### src/sv/edqt_pkg.sv
package edqt_pkg;

    localparam int LIMB_COUNT_DEF = 35;
    localparam int LIMB_W         = 64;
    localparam int FRAC_W         = 52;
    localparam int EXP_W          = 11;
    localparam int SIG_W          = FRAC_W + 1;
    localparam int WIDE_W         = SIG_W + LIMB_W;
    localparam int POS_W          = EXP_W - 6;
    localparam int FACTOR_W       = 4;
    localparam int OP_W           = 2;
    localparam int CODE_W         = 2;
    localparam int CFG_IDX_W      = 2;
    localparam int OUT_DATA_W     = 8;

    localparam logic [OP_W-1:0] OP_CLEAR     = 2'd0;
    localparam logic [OP_W-1:0] OP_ADD_TOTAL = 2'd1;
    localparam logic [OP_W-1:0] OP_ADD_TEST  = 2'd2;

    localparam logic [CODE_W-1:0] CMP_LESS    = 2'd0;
    localparam logic [CODE_W-1:0] CMP_EQUAL   = 2'd1;
    localparam logic [CODE_W-1:0] CMP_GREATER = 2'd2;

    localparam logic [CFG_IDX_W-1:0] REG_NUMERATOR   = 2'd0;
    localparam logic [CFG_IDX_W-1:0] REG_DENOMINATOR = 2'd1;

    localparam logic [FACTOR_W-1:0] NUMERATOR_RST   = 4'd3;
    localparam logic [FACTOR_W-1:0] DENOMINATOR_RST = 4'd4;

    typedef struct packed {
        logic start;
        logic clear;
        logic issue;
        logic load_out;
    } t_cmd;

endpackage

### src/sv/edqt_ctrl.sv
module edqt_ctrl #(
    parameter int LIMB_COUNT = edqt_pkg::LIMB_COUNT_DEF,
    parameter int IDX_W      = $clog2(LIMB_COUNT)
) (
    input  logic                      i_clk,
    input  logic                      i_rst_n,
    input  logic                      s_axis_tvalid,
    output logic                      s_axis_tready,
    input  logic [edqt_pkg::OP_W-1:0] i_opcode,
    output logic                      m_axis_tvalid,
    input  logic                      m_axis_tready,
    output edqt_pkg::t_cmd            o_cmd,
    output logic [IDX_W-1:0]          o_idx
);

    localparam logic [1:0] ST_IDLE  = 2'd0;
    localparam logic [1:0] ST_SWEEP = 2'd1;
    localparam logic [1:0] ST_DRAIN = 2'd2;
    localparam logic [1:0] ST_DONE  = 2'd3;

    localparam logic [IDX_W-1:0] LAST_LIMB  = IDX_W'(LIMB_COUNT - 1);
    localparam logic [IDX_W-1:0] DRAIN_LAST = IDX_W'(2);

    logic [1:0]       r_state, n_state;
    logic [IDX_W-1:0] r_cnt, n_cnt;
    logic             r_out_valid, n_out_valid;
    logic             accept;

    assign s_axis_tready = (r_state == ST_IDLE);
    assign accept        = s_axis_tvalid && s_axis_tready;
    assign m_axis_tvalid = r_out_valid;
    assign o_idx         = r_cnt;

    always_comb begin
        n_state  = r_state;
        n_cnt    = r_cnt;
        o_cmd    = '0;
        unique case (r_state)
            ST_IDLE: begin
                if (accept) begin
                    o_cmd.start = 1'b1;
                    o_cmd.clear = (i_opcode == edqt_pkg::OP_CLEAR);
                    n_cnt       = '0;
                    if (i_opcode == edqt_pkg::OP_ADD_TOTAL ||
                        i_opcode == edqt_pkg::OP_ADD_TEST) begin
                        n_state = ST_SWEEP;
                    end else begin
                        n_state = ST_DONE;
                    end
                end
            end
            ST_SWEEP: begin
                o_cmd.issue = 1'b1;
                if (r_cnt == LAST_LIMB) begin
                    n_cnt   = '0;
                    n_state = ST_DRAIN;
                end else begin
                    n_cnt = r_cnt + 1'b1;
                end
            end
            ST_DRAIN: begin
                if (r_cnt == DRAIN_LAST) begin
                    n_state = ST_DONE;
                end else begin
                    n_cnt = r_cnt + 1'b1;
                end
            end
            ST_DONE: begin
                if (!r_out_valid || m_axis_tready) begin
                    o_cmd.load_out = 1'b1;
                    n_state        = ST_IDLE;
                end
            end
            default: n_state = ST_IDLE;
        endcase
    end

    always_comb begin
        n_out_valid = r_out_valid;
        if (o_cmd.load_out) begin
            n_out_valid = 1'b1;
        end else if (m_axis_tready) begin
            n_out_valid = 1'b0;
        end
    end

    always_ff @(posedge i_clk) begin
        if (!i_rst_n) begin
            r_state     <= ST_IDLE;
            r_cnt       <= '0;
            r_out_valid <= 1'b0;
        end else begin
            r_state     <= n_state;
            r_cnt       <= n_cnt;
            r_out_valid <= n_out_valid;
        end
    end

endmodule

### config.mk
export PLATFORM = sky130hd
export DESIGN_NAME = edqt_ctrl
export DESIGN_NICKNAME = d
export VERILOG_FILES = /design/src/sv/edqt_pkg.sv /design/src/sv/edqt_ctrl.sv
export SDC_FILE = /design/constraint.sdc
export NUM_CORES = 1
export LEC_CHECK = 0
export BUFFER_PORTS_ARGS = -buffer_cell sky130_fd_sc_hd__buf_2
export CELL_PAD_IN_SITES_DETAIL_PLACEMENT = 1
export CELL_PAD_IN_SITES_GLOBAL_PLACEMENT = 2
export CORE_MARGIN = 2
export CORE_UTILIZATION = 31
export CTS_BUF_LIST = sky130_fd_sc_hd__clkbuf_4
export DETAILED_ROUTE_END_ITERATION = 16
export PLACE_DENSITY_LB_ADDON = 0.15
export SYNTH_ARGS = -nofsm -noshare
export SYNTH_HDL_FRONTEND = slang
export SYNTH_SLANG_ARGS = --single-unit
### constraint.sdc
create_clock -name i_clk -period 2 [get_ports i_clk]
set_input_delay 0.1 -clock i_clk [delete_from_list [all_inputs] [get_ports i_clk]]
set_output_delay 0.1 -clock i_clk [all_outputs]
set_load 0.01 [all_outputs]
# Word-level counts from Yosys, hierarchy flattened
# Index checks and enable logic that the tools add are counted.
word_totals:
  ff_bits: 9
  latchBits: 0
  ramBits: 0
  romBits: 0
  out_inout_bits: 12
  mem_count: 0
classes:
  addsub: 1
  mul: 0
  div_mod_pow: 0
  n_lt_le_gt_ge: 0
  eq_ne: 12
  n_shift: 0
  muxes: 17
  bitwise_logic: 0
  n_reduce_logical: 10
op_table:
  columns: ["operator", "count"]
  rows:
  - ["$mux 6", 3]
  - ["$pmux 6 s3", 1]
  - ["$mux 2", 7]
  - ["$ne 2x2->1 const B", 4]
  - ["$pmux 2 s4", 1]
  - ["$add 6x1->6 const B", 1]
  - ["$eq 2x2->1 const B", 3]
  - ["$eq 6x2->1 const B", 1]
  - ["$eq 6x6->1 const B", 1]
  - ["$mux 1", 5]
  - ["$eq 2x1->1 const B", 2]
  - ["$logic_not 2->1", 2]
  - ["$reduce_and 4->1", 1]
  - ["$reduce_and 3->1", 1]
  - ["$reduce_bool 3->1", 1]
  - ["$logic_or 1x1->1", 2]
  - ["$ne 2x1->1 const B", 1]
  - ["$reduce_bool 2->1", 1]
  - ["$logic_and 1x1->1", 1]
  - ["$logic_not 1->1", 1]

# Longest topological paths before layout
# Gate-level depths: netlist of run 1.
logic_depth:
  ltp_word: 5
  mapped_depth: 6
  depth_no_buf: 6

# Least setup slack after synthesis of run 1
# No wires, ideal clock.
synth_path:
  kind: "reg2reg"
  from: "reg r_state[0]"
  to: "reg r_cnt[3] (netlist: o_idx[3])"
  setup_ns: 0.087
  t_arrival_ns: 1.758
  required_time_ns: 1.913
  path_slack_ns: 0.155
  path_stages_with_launch: 7
  n_path_buf: 0
  period_less_slack_ns: 1.845
  cell_sequence: "dfxtp_1 -> inv_1 -> ha_1 -> or4b_2 -> o221ai_1 -> a22oi_1 -> o31ai_1"
synth_via:
  elab_chain_len: 4
  word_cells_on_any_way: 9
synth_lines:
  columns: ["item", "line_no", "source"]
  rows:
  - ["start, declared", "edqt_ctrl.sv:24", "logic [1:0] r_state, n_state;"]
  - ["start signal, assigned", "edqt_ctrl.sv:93", "r_state <= n_state;"]
  - ["$logic_not 2->1 *", "edqt_ctrl.sv:29", "assign s_axis_tready = (r_state == ST_IDLE);"]
  - ["net s_axis_tready", "edqt_ctrl.sv:8", "output logic s_axis_tready,"]
  - ["$logic_and 1x1->1", "edqt_ctrl.sv:30", "assign accept = s_axis_tvalid && s_axis_tready;"]
  - ["$ne 2x1->1 (no line)", null, null]
  - ["$reduce_and 3->1 (no line)", null, null]
  - ["end signal, assigned", "edqt_ctrl.sv:94", "r_cnt <= n_cnt;"]
  - ["end, declared", "edqt_ctrl.sv:25", "logic [IDX_W-1:0] r_cnt, n_cnt;"]
# Mark *: on every way through the listed nets, which the timed path passes. The rest lies on a longest branch.
# A chain may end at the register's enable or synchronous reset.

# Worst setup path after layout of run 1
layout_path:
  from: "reg r_state[0]"
  to: "reg r_cnt[4] (netlist: o_idx[4])"
layout_via:
  elab_chain_len: 4
  word_cells_on_any_way: 9
layout_lines:
  columns: ["item", "line_no"]
  rows:
  - ["$logic_not 2->1", "edqt_ctrl.sv:29, edqt_ctrl.sv:38"]
  - ["$logic_and 1x1->1", "edqt_ctrl.sv:30"]
  - ["$ne 2x1->1 (no line)", null]
  - ["$reduce_and 3->1 (no line)", null]
# Several ways; a longest one is shown, not always the timed one.

==> results of run 1 <==
[kinds of logic after synthesis]
| group | after synthesis |
|---|---|
| and+or+nand+nor | 31 |
| DFF | 9 |
| adders and majority gates | 7 |
| buffers and inverters | 9 |
| AOI/OAI and AO/OA | 23 |
[worst reg2reg max path, stage by stage (launching register included)]
cell and delay (ns):
dfxtp_1 0.38, inv_1 0.09, ha_1 0.21, or4b_2 0.68
o221ai_2 0.15, a22oi_1 0.15, o31ai_1 0.08
[how the worst max path moves through the flow]
stage | start | cells after the start | end
4_1_cts | r_state[0] | 6 | o_idx[4]
3_5_place_dp | r_state[0] | 6 | o_idx[4]
6_report | r_state[0] | 6 | o_idx[4]
5_1_grt | o_idx[0] | 7 | o_idx[3]
2_1_floorplan | r_state[0] | 6 | o_idx[3]
3_3_place_gp | r_state[0] | 6 | o_idx[4]
[power by group through the flow]
stage          clock network (W)  logic, W  registers [W]
4_1_cts                 0.000168  0.000449       0.000224
6_report                0.000163  0.000447       0.000224
3_3_place_gp                   0  0.000434       0.000226
5_1_grt                 0.000179  0.000498       0.000227
2_1_floorplan                  0  0.000277       0.000232
3_5_place_dp                   0  0.000447       0.000228
[routing by layer]
| metal | vias up | global-route usage | routed length, microns |
|---|---|---|---|
| met4 | 0 | 0.0811 | 34 |
| met2 | 11 | 0.270 | 854 |
| li1 | 350 | - | - |
| met1 | 307 | 0.213 | 862 |
| met3 | 4 | 0.0298 | 55 |
| met5 | - | 0 | 0 |
[layout by cell type, fill, tap and decap left out]
| master | n |
|---|---|
| buf_2 | 17 |
| dfxtp_1 | 9 |
| inv_1 | 8 |
| ha_1 | 7 |
| buf_4 | 7 |
| nand3_1 | 6 |
| nand2_1 | 5 |
| o21ai_0 | 4 |
| clkbuf_4 | 4 |
| nor2b_1 | 3 |
| nor2_1 | 3 |
| a22oi_1 | 3 |
| o31ai_1 | 3 |
| and3_1 | 2 |
| and2_1 | 2 |
| a211oi_2 | 2 |
| nand3b_1 | 2 |
| o211ai_1 | 2 |
| a21oi_1 | 2 |
| or2_2 | 1 |
| nor4b_1 | 1 |
| nand2b_1 | 1 |
| o2111ai_2 | 1 |
| or4b_4 | 1 |
| or4b_2 | 1 |
| o221ai_2 | 1 |
| o311ai_1 | 1 |
| a21o_1 | 1 |
| nor3_1 | 1 |
| or3_4 | 1 |
| a31o_1 | 1 |
| a31oi_1 | 1 |
| o221a_1 | 1 |
| and2_2 | 1 |
[final cells by class]
class	instances	area, sq um	share of cell area
tap	27	33.8	0.0386
sequential	9	180	0.206
inverter	8	30.0	0.0343
clock buffer	4	30.0	0.0343
multi-input combinational	61	463	0.529
timing repair buffer	24	138	0.157
[flip-flops by register name, indices dropped and copies added, names as in the netlist]
name / count
m_axis_tvalid: 1
r_state: 2
o_idx: 6
[stage by stage]
stage,std cells,cell area (sq um),total power (W),utilization
finish,133,875,0.000833,0.437
global route,133,875,0.000905,0.437
CTS,133,868,0.000840,0.434
detailed placement,129,838,0.000675,0.419
global placement,129,838,0.000660,0.419
floorplan,79,674,0.000509,-
[what timing repair did]
| action | CTS | global route |
|---|---|---|
| resized for setup | 0 | 1 |
| hold buffers | 0 | 0 |
| setup endpoints to repair | 0 | 3 |
==> impl_metrics.yaml, run 1 <==
place:
  place_ws_ns: 0.0843
  dp_hpwl_microns: 1460
  gp_congestion: 0.798
  portBuffers: 17
layout:
  drive_gt1_frac: 0.349
  nFillCells: 260
  final_nets: 120
  antenna_cells: 0
  syn2layout_area_growth_pct: 29.7
power_and_ir_drop:
  seqPwrFrac: 0.269
  max-vdd-ir-drop_mv: 0.374
  clkPwrFrac: 0.195
  p_comb_frac: 0.536
  switchingPower_w: 0.000344
  switching_share: 0.413
  p_leak_nw: 0.399
  powerDensity_nw_per_um2: 953
  p_int_w: 0.000489
clocking:
  postCtsSetupRepairBufs: 0
  cts_tree: "done"
  cts_root_buf: "clkbuf_4"
  clk_path_buf_depth: 2
  insertion_delay_ns: 0.27
  clock_sinks: 9
  cts_made_buffers: 3
  h-tree-depth: 1
  clkTransAtPathRegs_ns: 0.06
hold_path:
  worstHoldPathCells: 4
  hp-start: "m_axis_tready"
  worstHoldPathType: "in2reg"
  hold_path_end: "m_axis_tvalid"
timing:
  post-route-period-util: 0.919
  timing.setup.tns_ns: 0
  skew_ns: 0.000533
  max-slew-margin-rel: 0.766
  setup-violations-final: 0
  fin_crit_ns: 1.84
  drv_slew: 0
  finalWorstSetupSlack_ns: 0.163
  tightest_slew_ns: 0.350
  hold_slack_ns: 0.129
  rsz0062_at_grt: "false"
  max_freq_mhz: 544
  hold_viol: 0
setup_path:
  cp_slowest_stage_delay_ns: 0.68
  reg2reg_depth: 6
  r2r-end: "o_idx[4]"
  crit_fanout: 6
  crit-reg2reg-launch: "r_state[0]"
  critPathSlowestCell: "or4b_2"
  start_kind: "register"
  crit_arrival_ns: 2.02
  critical_path_class: "reg2reg"
  crit_buf_inv: 1
  required_ns: 2.18
  rrSetupSlack_ns: 0.16
  crit_chain: "inv_1 -> ha_1 -> or4b_2 -> o221ai_2 -> a22oi_1 -> o31ai_1"
  end_kind: "register"
  cp_top_family: "simple AND/OR/NAND/NOR gates"
synth:
  synth_nets: 92
  synth_cells: 79
  synth-adder-area-share: 0.130
  ys_seq_elements: 9
  syn-cell-area_sq_um: 674
  synth.top_cells.by_count: "9 x dfxtp_1, 8 x inv_1, 7 x ha_1"
  synth.most_common_cell: "dfxtp_1"
  synthTopCellsByArea: "dfxtp_1 27%, ha_1 13%, nand3_1 4.5%, inv_1 4.5%, a211oi_2 3.7%"
  syn_avg_cell_area_sq_um: 8.54
  synth-xor-area-share: 0
  synthArstFlopShare: 0
  synth_edf_count: 0
  synth_compound_area_frac: 0.269
  synth-simple-area-share: 0.278
  post-synth-top-area-cell: "dfxtp_1"
  synthDistinctLibCells: 32
  ys_seq_area_frac: 0.267
  synth_top_family_by_area: "simple AND/OR/NAND/NOR gates"
  synth_top_area_share: 0.267
  postSynth.topFlopCell: "dfxtp_1"
  synth.area.mux_share: 0
  synth_warnings: 0
detailed_routing:
  antenna_left: 0
  wire_per_inst_microns: 13.6
  drtIter0Drc: 10
  drc: 0
  drt-pass1-iter-count: 2
  wl_microns: 1810
  vias_per_cell: 5.05
  via_count: 672
grt:
  grt_pass1_vias: 665
  grt_max_degree: 10
  gr-total-overflow: 0
  grt_usage: 0.167
  antenna_found_initial: 0
  grt_pass1_wl_microns: 3190
floorplanning:
  dieArea_sq_um: 2560
  fp.dieW_microns: 50.6
  boundaryPins: 18
  start_util: 0.337
  rows: 16
  core_sq_um: 2000
  die_y_microns: 50.6
flow_run:
  cap_violations: 0
outcome:
  outcome: "finished, final reports clean"
Note: power is estimated with default switching activity, not from simulation.
==> run 2, diff against run 1 <==
CELL_PAD_IN_SITES_DETAIL_PLACEMENT = 2   (was 1)
==> impl_metrics.yaml, run 2 (synthesis gave the netlist of run 1 again) <==
timing:
  max_freq_mhz: 549
  setup-violations-final: 0
  skew_ns: 0.00471
  drv_slew: 0
  fin_crit_ns: 1.82
  max-slew-margin-rel: 0.764
  hold_slack_ns: 0.160
  rsz0062_at_grt: "false"
  tightest_slew_ns: 0.354
  timing.setup.tns_ns: 0
  post-route-period-util: 0.910
  hold_viol: 0
setup_path:
  rrSetupSlack_ns: 0.18
  critPathLaunch: "r_state[0]"
  crit-reg2reg-launch: "r_state[0]"
  crit_arrival_ns: 2.00
  start_kind: "register"
  crit_fanout: 6
  reg2reg_depth: 6
  critical_path_class: "reg2reg"
  end_kind: "register"
  endpoint: "o_idx[4]"
  r2r-end: "o_idx[4]"
  required_ns: 2.18
clocking:
  postCtsSetupRepairBufs: 0
  h-tree-depth: 1
  clk_path_buf_depth: 2
  cts_tree: "done"
  cts_made_buffers: 3
  clock_sinks: 9
  insertion_delay_ns: 0.26
  cts.hold.buffers_added: 0
  cts_resized: 0
  clkTransAtPathRegs_ns: 0.06
  cts_root_buf: "clkbuf_4"
floorplanning:
  die_y_microns: 50.6
  dieArea_sq_um: 2560
  fp.dieW_microns: 50.6
  core_sq_um: 2000
  start_util: 0.337
  rows: 16
  boundaryPins: 18
grt:
  grt_usage: 0.178
  gr-total-overflow: 0
  grt_pass1_vias: 752
  grt_pass1_wl_microns: 3460
  grt_max_degree: 10
  antenna_found_initial: 0
flow_run:
  cap_violations: 0
hold_path:
  worstHoldPathType: "in2reg"
place:
  dp_hpwl_microns: 1630
  dp_cells: 129
  dpl_cell_area_sq_um: 838
  gp_congestion: 0.798
  portBuffers: 17
layout:
  largest_register_ffs: 6
  antenna_cells: 0
  final_cell_mix: "17 x buf_2, 9 x dfxtp_1, 8 x inv_1"
  final_nets: 120
  layout_commonest_cell: "buf_2"
  finalNonFillerCells: 133
  syn2layout_area_growth_pct: 29.7
  drive_gt1_frac: 0.349
  fin_area_sq_um: 875
detailed_routing:
  wire_per_inst_microns: 14.8
  antenna_left: 0
  drc: 0
  wl_microns: 1970
  vias_per_cell: 5.26
  drt-pass1-iter-count: 4
  via_count: 699
  drtIter0Drc: 6
outcome:
  outcome: "finished, final reports clean"
power_and_ir_drop:
  power.total_w: 0.000828
  max-vdd-ir-drop_mv: 0.386
  p_leak_nw: 0.399
  powerDensity_nw_per_um2: 947
-- run 2: cell counts in the layout (fill, tap and decap cells not counted) --
Identical to the previous run, type by type.
-- run 2: worst max-delay path, stage by stage (launching register included) --
cell,delay (ns)
dfxtp_1,0.38
inv_1,0.08
ha_1,0.21
or4b_2,0.68
o221ai_2,0.15
a22oi_1,0.15
o31ai_1,0.08
-- run 2: routing by layer --
layer	GRT usage	part of all wire	wire, microns
met5	0	0	0
met4	0.0811	0.021	42
met3	0.0179	0.023	46
met2	0.309	0.50	978
met1	0.221	0.46	898
-- run 2: per-stage QoR --
step                worst slack [ns]   util
floorplan                      0.155      -
global placement               0.131  0.419
detailed placement            0.0964  0.419
CTS                           0.0754  0.434
global route                  0.0190  0.437
finish                         0.179  0.437
-- run 2: final cells by class --
type	count	area (sq um)
clock buffer	4	30.0
sequential	9	180
fill	245	1130
inverter	8	30.0
timing repair buffer	24	138
tap	27	33.8
multi-input combinational	61	463
-- run 2: how the worst min path moves through the flow --
| stage | end | start | slack (ns) | cells after the start |
|---|---|---|---|---|
| after global placement | m_axis_tvalid | m_axis_tready | 0.42 | 4 |
| final | r_state[0] | i_rst_n | 0.16 | 2 |
| after detailed placement | r_state[0] | i_rst_n | 0.44 | 2 |
| after CTS | r_state[0] | i_rst_n | 0.16 | 2 |
| after global routing | r_state[0] | i_rst_n | 0.17 | 2 |
| after floorplan | m_axis_tvalid | i_rst_n | 0.23 | 2 |
-- run 2: report_power, final --
part | internal, W | switching (W)
combinational | 0.000195 | 0.000254
sequential | 0.000204 | 0.0000200
clock | 0.0000906 | 0.0000653
total | 0.000489 | 0.000339
